File: config.mk
export PLATFORM = sky130hd
export DESIGN_NAME = priority_sound_channel_allocator_core
export DESIGN_NICKNAME = d
export VERILOG_FILES = /design/src/rtl/psca_pkg.sv /design/src/rtl/priority_sound_channel_allocator_core.sv /design/src/rtl/psca_cmp.sv /design/src/rtl/psca_table.sv
export SDC_FILE = /design/constraint.sdc
export NUM_CORES = 1
export LEC_CHECK = 0
export BUFFER_PORTS_ARGS = -buffer_cell sky130_fd_sc_hd__buf_2
export CELL_PAD_IN_SITES_DETAIL_PLACEMENT = 0
export CELL_PAD_IN_SITES_GLOBAL_PLACEMENT = 1
export CORE_MARGIN = 1.5
export CORE_UTILIZATION = 57
export CTS_BUF_LIST = sky130_fd_sc_hd__clkbuf_8
export DETAILED_ROUTE_END_ITERATION = 12
export MAX_ROUTING_LAYER = met4
export PLACE_DENSITY_LB_ADDON = 0.05
export SLEW_MARGIN = 40
export SYNTH_ARGS = -nofsm -noshare
export SYNTH_HDL_FRONTEND = slang
export SYNTH_SLANG_ARGS = --single-unit
File: constraint.sdc
create_clock -name clk -period 6.4 [get_ports clk]
set_input_delay 0.32 -clock clk [delete_from_list [all_inputs] [get_ports clk]]
set_output_delay 0.32 -clock clk [all_outputs]
set_load 0.02 [all_outputs]
File: src/rtl/psca_pkg.sv
// Shared constants, field layout and types of the sound channel allocator.
package psca_pkg;

	localparam int CHANNELS     = 8;
	localparam int ORIGIN_WIDTH = 16;
	localparam int CH_W         = (CHANNELS > 1) ? $clog2(CHANNELS) : 1;

	localparam int CMD_W    = 2;
	localparam int STATUS_W = 2;
	localparam int PRIO_W   = 8;
	localparam int DUR_W    = 16;
	localparam int TICK_W   = 32;
	localparam int ORG_IN_W = 16;
	localparam int CHAN_W   = 3;
	localparam int MASK_W   = 8;

	localparam logic [CMD_W-1:0] CMD_START    = 2'd0;
	localparam logic [CMD_W-1:0] CMD_STOP_ORG = 2'd1;
	localparam logic [CMD_W-1:0] CMD_TICK     = 2'd2;
	localparam logic [CMD_W-1:0] CMD_STOP_ALL = 2'd3;

	localparam logic [STATUS_W-1:0] ST_STARTED  = 2'd0;
	localparam logic [STATUS_W-1:0] ST_REJECTED = 2'd1;
	localparam logic [STATUS_W-1:0] ST_STOPPED  = 2'd2;
	localparam logic [STATUS_W-1:0] ST_NOTHING  = 2'd3;

	localparam int IN_ORG_LO  = 0;
	localparam int IN_PK_LO   = IN_ORG_LO + ORG_IN_W;
	localparam int IN_PRI_LO  = IN_PK_LO + 1;
	localparam int IN_DUR_LO  = IN_PRI_LO + PRIO_W;
	localparam int IN_NOW_LO  = IN_DUR_LO + DUR_W;
	localparam int IN_USED_W  = IN_NOW_LO + TICK_W;
	localparam int IN_TDATA_W = ((IN_USED_W + 7) / 8) * 8;

	localparam int OUT_USED_W  = CHAN_W + 1 + MASK_W;
	localparam int OUT_TDATA_W = ((OUT_USED_W + 7) / 8) * 8;

	typedef struct packed {
		logic [ORIGIN_WIDTH-1:0] origin;
		logic                    pickup;
		logic [PRIO_W-1:0]       prio;
		logic [TICK_W-1:0]       end_tick;
	} chan_entry_t;

	typedef struct packed {
		logic org_eq;
		logic pk_eq;
		logic pri_ge;
		logic expired;
	} cmp_flags_t;

endpackage

File: src/rtl/priority_sound_channel_allocator_core.sv
// Top level of the priority sound channel allocator with scan sequencer.
//
//  channel  | group            | beat contents
//  ---------+------------------+-------------------------------------------------
//  request  | s_tvalid/tready  | tuser: command; tdata: origin, pickup, prio,
//           |                  | duration, now
//  result   | m_tvalid/tready  | tuser: status; tdata: channel, evicted, freed
//
// A start scans the channel table twice and then writes it; other commands scan it once.
// s_tready returns together with m_tvalid.
// Each scan step reads one channel-table entry through the shared compare unit.
// Reset clears the busy flags and the sequencer; the table itself is not cleared.
// A finished result waits in the output register while the next request beat is taken.
// s_tready is high only while the sequencer is idle.
module priority_sound_channel_allocator_core (
	input  logic                             clk,
	input  logic                             arst_n,
	input  logic                             s_tvalid,
	output logic                             s_tready,
	// origin_id[15:0], pickup[16], priority_req[24:17], duration[40:25], now[72:41], zero
	input  logic [psca_pkg::IN_TDATA_W-1:0]  s_tdata,
	// command[1:0]
	input  logic [psca_pkg::CMD_W-1:0]       s_tuser,
	output logic                             m_tvalid,
	input  logic                             m_tready,
	// channel[2:0], evicted[3], freed_mask[11:4], zero
	output logic [psca_pkg::OUT_TDATA_W-1:0] m_tdata,
	// status[1:0]
	output logic [psca_pkg::STATUS_W-1:0]    m_tuser
);
	import psca_pkg::*;

	localparam logic [2:0] S_IDLE  = 3'd0;
	localparam logic [2:0] S_SCAN1 = 3'd1;
	localparam logic [2:0] S_SCAN2 = 3'd2;
	localparam logic [2:0] S_WRITE = 3'd3;
	localparam logic [2:0] S_DONE  = 3'd4;

	logic [2:0]              state_q;
	logic [CHANNELS-1:0]     busy_q;
	logic                    m_tvalid_q;
	logic [OUT_TDATA_W-1:0]  m_tdata_q;
	logic [STATUS_W-1:0]     m_tuser_q;

	logic [CMD_W-1:0]        cmd_q;
	logic [ORIGIN_WIDTH-1:0] org_q;
	logic                    pk_q;
	logic [PRIO_W-1:0]       pri_q;
	logic [TICK_W-1:0]       now_q;
	logic [TICK_W-1:0]       end_q;
	logic [CH_W-1:0]         idx_q;
	logic                    hit_q;
	logic [CH_W-1:0]         hit_idx_q;
	logic                    free_hit_q;
	logic [CH_W-1:0]         free_idx_q;
	logic                    ev_hit_q;
	logic [CH_W-1:0]         ev_idx_q;
	logic [CHANNELS-1:0]     freed_q;

	chan_entry_t             rd_entry;
	chan_entry_t             wr_entry;
	cmp_flags_t              flags;
	logic                    in_beat;
	logic                    last;
	logic                    scanning;
	logic [CH_W-1:0]         rd_idx;
	logic                    cond1;
	logic                    take1;
	logic                    slot_ok;
	logic [CH_W-1:0]         slot;
	logic                    tbl_we;
	logic                    out_free;
	logic [STATUS_W-1:0]     res_status;
	logic [CH_W-1:0]         res_chan;
	logic                    res_evicted;

	assign s_tready = (state_q == S_IDLE);
	assign in_beat  = s_tvalid && s_tready;
	assign m_tvalid = m_tvalid_q;
	assign m_tdata  = m_tdata_q;
	assign m_tuser  = m_tuser_q;
	assign out_free = !m_tvalid_q || m_tready;
	assign last     = (idx_q == CH_W'(CHANNELS - 1));
	assign scanning = (state_q == S_SCAN1) || (state_q == S_SCAN2);
	assign rd_idx   = (scanning && !last) ? idx_q + 1'b1 : '0;

	psca_table u_table (
		.clk   (clk),
		.we    (tbl_we),
		.waddr (slot),
		.wdata (wr_entry),
		.raddr (rd_idx),
		.rdata (rd_entry)
	);

	psca_cmp u_cmp (
		.entry      (rd_entry),
		.req_origin (org_q),
		.req_pickup (pk_q),
		.req_prio   (pri_q),
		.now        (now_q),
		.flags      (flags)
	);

	always_comb begin
		case (cmd_q)
			CMD_START:    cond1 = flags.org_eq && flags.pk_eq;
			CMD_STOP_ORG: cond1 = flags.org_eq;
			CMD_TICK:     cond1 = flags.expired;
			default:      cond1 = 1'b1;
		endcase
		cond1 = cond1 && busy_q[idx_q];
		take1 = cond1 && ((cmd_q == CMD_TICK) || (cmd_q == CMD_STOP_ALL) || !hit_q);
	end

	assign slot_ok = free_hit_q || ev_hit_q;
	assign slot    = free_hit_q ? free_idx_q : ev_idx_q;
	assign tbl_we  = (state_q == S_WRITE) && slot_ok;

	always_comb begin
		wr_entry.origin   = org_q;
		wr_entry.pickup   = pk_q;
		wr_entry.prio     = pri_q;
		wr_entry.end_tick = end_q;
	end

	always_comb begin
		if (cmd_q == CMD_START) begin
			res_status  = slot_ok ? ST_STARTED : ST_REJECTED;
			res_chan    = slot_ok ? slot : '0;
			res_evicted = !free_hit_q && ev_hit_q;
		end else begin
			res_status  = hit_q ? ST_STOPPED : ST_NOTHING;
			res_chan    = hit_q ? hit_idx_q : '0;
			res_evicted = 1'b0;
		end
	end

	always_ff @(posedge clk or negedge arst_n) begin
		if (!arst_n) begin
			state_q    <= S_IDLE;
			busy_q     <= '0;
			m_tvalid_q <= 1'b0;
		end else begin
			if ((state_q == S_DONE) && out_free) begin
				m_tvalid_q <= 1'b1;
			end else if (m_tready) begin
				m_tvalid_q <= 1'b0;
			end
			case (state_q)
				S_IDLE: begin
					if (in_beat) begin
						state_q <= S_SCAN1;
					end
				end
				S_SCAN1: begin
					if (take1) begin
						busy_q[idx_q] <= 1'b0;
					end
					if (last) begin
						state_q <= (cmd_q == CMD_START) ? S_SCAN2 : S_DONE;
					end
				end
				S_SCAN2: begin
					if (last) begin
						state_q <= S_WRITE;
					end
				end
				S_WRITE: begin
					if (slot_ok) begin
						busy_q[slot] <= 1'b1;
					end
					state_q <= S_DONE;
				end
				S_DONE: begin
					if (out_free) begin
						state_q <= S_IDLE;
					end
				end
				default: begin
					state_q <= S_IDLE;
				end
			endcase
		end
	end

	always_ff @(posedge clk) begin
		case (state_q)
			S_IDLE: begin
				if (in_beat) begin
					cmd_q      <= s_tuser;
					org_q      <= ORIGIN_WIDTH'(s_tdata[IN_ORG_LO +: ORG_IN_W]);
					pk_q       <= s_tdata[IN_PK_LO];
					pri_q      <= s_tdata[IN_PRI_LO +: PRIO_W];
					now_q      <= s_tdata[IN_NOW_LO +: TICK_W];
					end_q      <= s_tdata[IN_NOW_LO +: TICK_W]
						+ TICK_W'(s_tdata[IN_DUR_LO +: DUR_W]);
					idx_q      <= '0;
					hit_q      <= 1'b0;
					free_hit_q <= 1'b0;
					ev_hit_q   <= 1'b0;
					freed_q    <= '0;
				end
			end
			S_SCAN1: begin
				if (take1) begin
					freed_q[idx_q] <= 1'b1;
					if (!hit_q) begin
						hit_q     <= 1'b1;
						hit_idx_q <= idx_q;
					end
				end
				idx_q <= last ? '0 : idx_q + 1'b1;
			end
			S_SCAN2: begin
				if (!busy_q[idx_q] && !free_hit_q) begin
					free_hit_q <= 1'b1;
					free_idx_q <= idx_q;
				end
				if (flags.pri_ge && !ev_hit_q) begin
					ev_hit_q <= 1'b1;
					ev_idx_q <= idx_q;
				end
				idx_q <= last ? '0 : idx_q + 1'b1;
			end
			S_WRITE: begin
				if (!free_hit_q && ev_hit_q) begin
					freed_q[ev_idx_q] <= 1'b1;
				end
			end
			S_DONE: begin
				if (out_free) begin
					m_tuser_q <= res_status;
					m_tdata_q <= OUT_TDATA_W'({MASK_W'(freed_q), res_evicted, CHAN_W'(res_chan)});
				end
			end
			default: begin
				idx_q <= '0;
			end
		endcase
	end

endmodule

File: src/rtl/psca_cmp.sv
// Shared compare unit: matches one channel entry against the request under scan.
module psca_cmp (
	input  psca_pkg::chan_entry_t             entry,
	input  logic [psca_pkg::ORIGIN_WIDTH-1:0] req_origin,
	input  logic                              req_pickup,
	input  logic [psca_pkg::PRIO_W-1:0]       req_prio,
	input  logic [psca_pkg::TICK_W-1:0]       now,
	output psca_pkg::cmp_flags_t              flags
);
	import psca_pkg::*;

	always_comb begin
		flags.org_eq  = (entry.origin == req_origin);
		flags.pk_eq   = (entry.pickup == req_pickup);
		flags.pri_ge  = (entry.prio >= req_prio);
		flags.expired = (entry.end_tick < now);
	end

endmodule

File: src/rtl/psca_table.sv
// Channel table: origin, pickup class, priority and end tick of each channel.
module psca_table (
	input  logic                      clk,
	input  logic                      we,
	input  logic [psca_pkg::CH_W-1:0] waddr,
	input  psca_pkg::chan_entry_t     wdata,
	input  logic [psca_pkg::CH_W-1:0] raddr,
	output psca_pkg::chan_entry_t     rdata
);
	import psca_pkg::*;

	chan_entry_t entry_q [CHANNELS];
	chan_entry_t rdata_q;

	always_ff @(posedge clk) begin
		if (we) begin
			entry_q[waddr] <= wdata;
		end
		rdata_q <= entry_q[raddr];
	end

	assign rdata = rdata_q;

endmodule

==> results.txt <==
area of the multi-input gates = 6407 µm²
grt total ovfl = 0
endpoints failing setup = 0
Antenna Nets Post-Route = 0
Worst-Skew Late Latency = 0.67 ns
crit-path max FO = 45
synth top area cells = edfxtp_1, mux4_2, dfxtp_1
Worst Hold Slack = 0.09756 ns
Max Freq = 0.2354 GHz
r2r worst-path depth = 9
WL per Instance = 20.65 µm
P_leak = 10.74 nW
Crit Path Class = register to register
Cell Count, Final, Fillers Out = 2650
Seq/Total Area, Yosys = 72.65%
Primary FF master, synth = edfxtp_1
GPL Wtd Cong = 0.7648
Area Growth Syn to Fin = 14.73%
H-tree depth = 3
number of antenna violations at the first check in global routing = 0
GRT Util Overall = 24.59%
worst-margin pin slew = 0.8522 ns
worst reg2reg path endpoint = u_table.rdata[10]
RR Startpoint = idx_q[1]
Register Area = 18980 µm²
Worst Setup Start Kind = register
cell area power density = 415.8 nW/µm²
Clock Tree Buf Depth = 3
Yosys cell types = 67
Initial Util = 57.68%
Layout Nets = 2105
share of cells above drive strength 1 = 17.02%
Hold WC Path Type = input pin to asynchronous set/reset pin
number of synthesized flops with an enable pin = 584
syn avg cell area = 14.80 µm²
top-level I/O count = 106
maximum VDD drop = 0.3732 mV
Inst Count DP = 2393
FILL cells = 3276
endpoint class of the critical path = register
post_cts resized = 0
root buf cell = clkbuf_8
Synth Cell Area = 26120 µm²
HPWL after DPL = 28.65 mm
TritonCTS Buffers = 102
final worst slack = 2.151 ns
Pwr Total = 12.46 mW
outcome = completed
largest net degree at the start of global routing = 100
ant diodes = 0
First-pass DRT Iterations = 7
Vias = 14874
post-route setup TNS = 0 ns
Hold Fails Final Rpt = 0
WL final = 54.74 mm
Critical path origin = idx_q[1]
total number of yosys warnings = 0
PortBufs = 94
vias per inst = 5.613
count leader, synth = edfxtp_1
max_cap viols = 0
dpl ws = 2.139 ns
slew margin rel. = 43.19%
Critical Path RT = 6.92 ns
DIE WIDTH = 217.1 µm
Async S/R FF share, synth = 1.838%
Clk pin slew, worst setup/hold paths = 0.06 ns
Post-Syn Instances = 1765
vias in the first global route = 14780
core area = 45280 µm²
global-route wire length before repair = 84.04 mm
RSZ-0062 raised after global routing = false
post-route cell area = 29970 µm²
DR iter-0 viols = 1134
fin. max-slew vios = 0
FP Rows = 78
biggest area consumer among synthesized cells = edfxtp_1
DRC = 0
crit path DAT = 4.77 ns
Yosys top cell area share = 67.14%
Setup Buffers After CTS = 0
Final min period = 4.249 ns
CTS tree = yes
Yosys reg bits = 653
register-to-register setup slack = 2.15 ns
Die Y = 217.1 µm
top post-synthesis cells by count = edfxtp_1, a21oi_1, nor2_1
Final Util = 66.18%
Post-Place Cell Area = 27220 µm²
Die ar. = 47120 µm²
post-route clock period utilization = 66.38%
Sinks on Clock Net = 653
skew final = 0.02361 ns
crit path to = u_table.rdata[10]
cts hold-fix bufs = 63
metal layers:
layer / track usage [%] / share of wire (%)
met1: 33.48 / 45
met2: 38.66 / 48
met3: 3.913 / 4.8
met4: 7.384 / 2.0
met5: - / 0
state kept, by name, indices dropped and copies added, names as in the netlist, 2 cells and up:
name             cells
busy_q               8
cmd_q                2
end_q               32
ev_idx_q             3
free_idx_q           3
freed_q              8
hit_idx_q            3
idx_q                3
m_tdata             12
m_tuser              2
now_q               32
org_q               16
pri_q                8
state_q              3
u_table.entry_q    456
u_table.rdata       57
how the worst min path moves through the flow:
stage / start / to / depth (start not counted)
after detailed placement: arst_n / m_tvalid / 1
after global routing: arst_n / busy_q[4] / 2
after global placement: arst_n / m_tvalid / 1
after floorplan: arst_n / busy_q[0] / 0
final: arst_n / state_q[1] / 2
after CTS: arst_n / busy_q[2] / 2
area by class of cell:
type	instances	area share, %
multi-input combinational	917	21.38
timing repair buffer	177	4.384
clock inverter	77	1.695
sequential	653	63.32
clock buffer	116	5.327
tap	600	2.505
inverter	110	1.386
cell families after synthesis:
logic type | Yosys count | synth area share [%]
muxes | 60 | 5.039
and+or+nand+nor | 352 | 6.232
adders and majority gates | 58 | 2.807
buffers and inverters | 198 | 3.233
other | 1 | 0.01436
AOI/OAI and AO/OA | 397 | 8.478
DFF | 653 | 72.65
xor gates and xnor gates | 46 | 1.542
power breakdown:
part           internal (mW)  leakage (nW)  switching [mW]
Clock                   1.94          1.18            1.58
Combinational           1.37          3.65            2.26
Sequential              5.08          5.91           0.228
critical path, cell delays in order (launching register included):
cell      delay [ns]
edfxtp_1        0.69
ha_1            0.36
ha_4            0.18
nor3_2          0.46
nand2_4         0.46
inv_2           0.65
buf_4           0.70
mux4_2          0.41
nand2_1         0.08
o21ai_1         0.07
cells in the final DEF (no fill, tap or decap), types with 10 or more instances in the layout:
cell type      netlist  layout
clkbuf_8             0     116
nand2_1             89      87
a21oi_1            204     204
ha_1                57      56
nor2_1             112     103
o21ai_0             93      93
dlygate4sd3_1        0      63
o21ai_1             35      35
dfrtp_1             12      12
edfxtp_1           584     584
dfxtp_1             57      57
nand3_1             15      15
clkinv_1             0      24
mux4_2              57      57
inv_1              110     133
xor2_1              16      16
nor3_1              74      74
buf_6                5      10
clkinv_2             0      18
buf_2               18      94
xnor2_1             30      30
No activity file was read; power rests on OpenSTA's default activity.
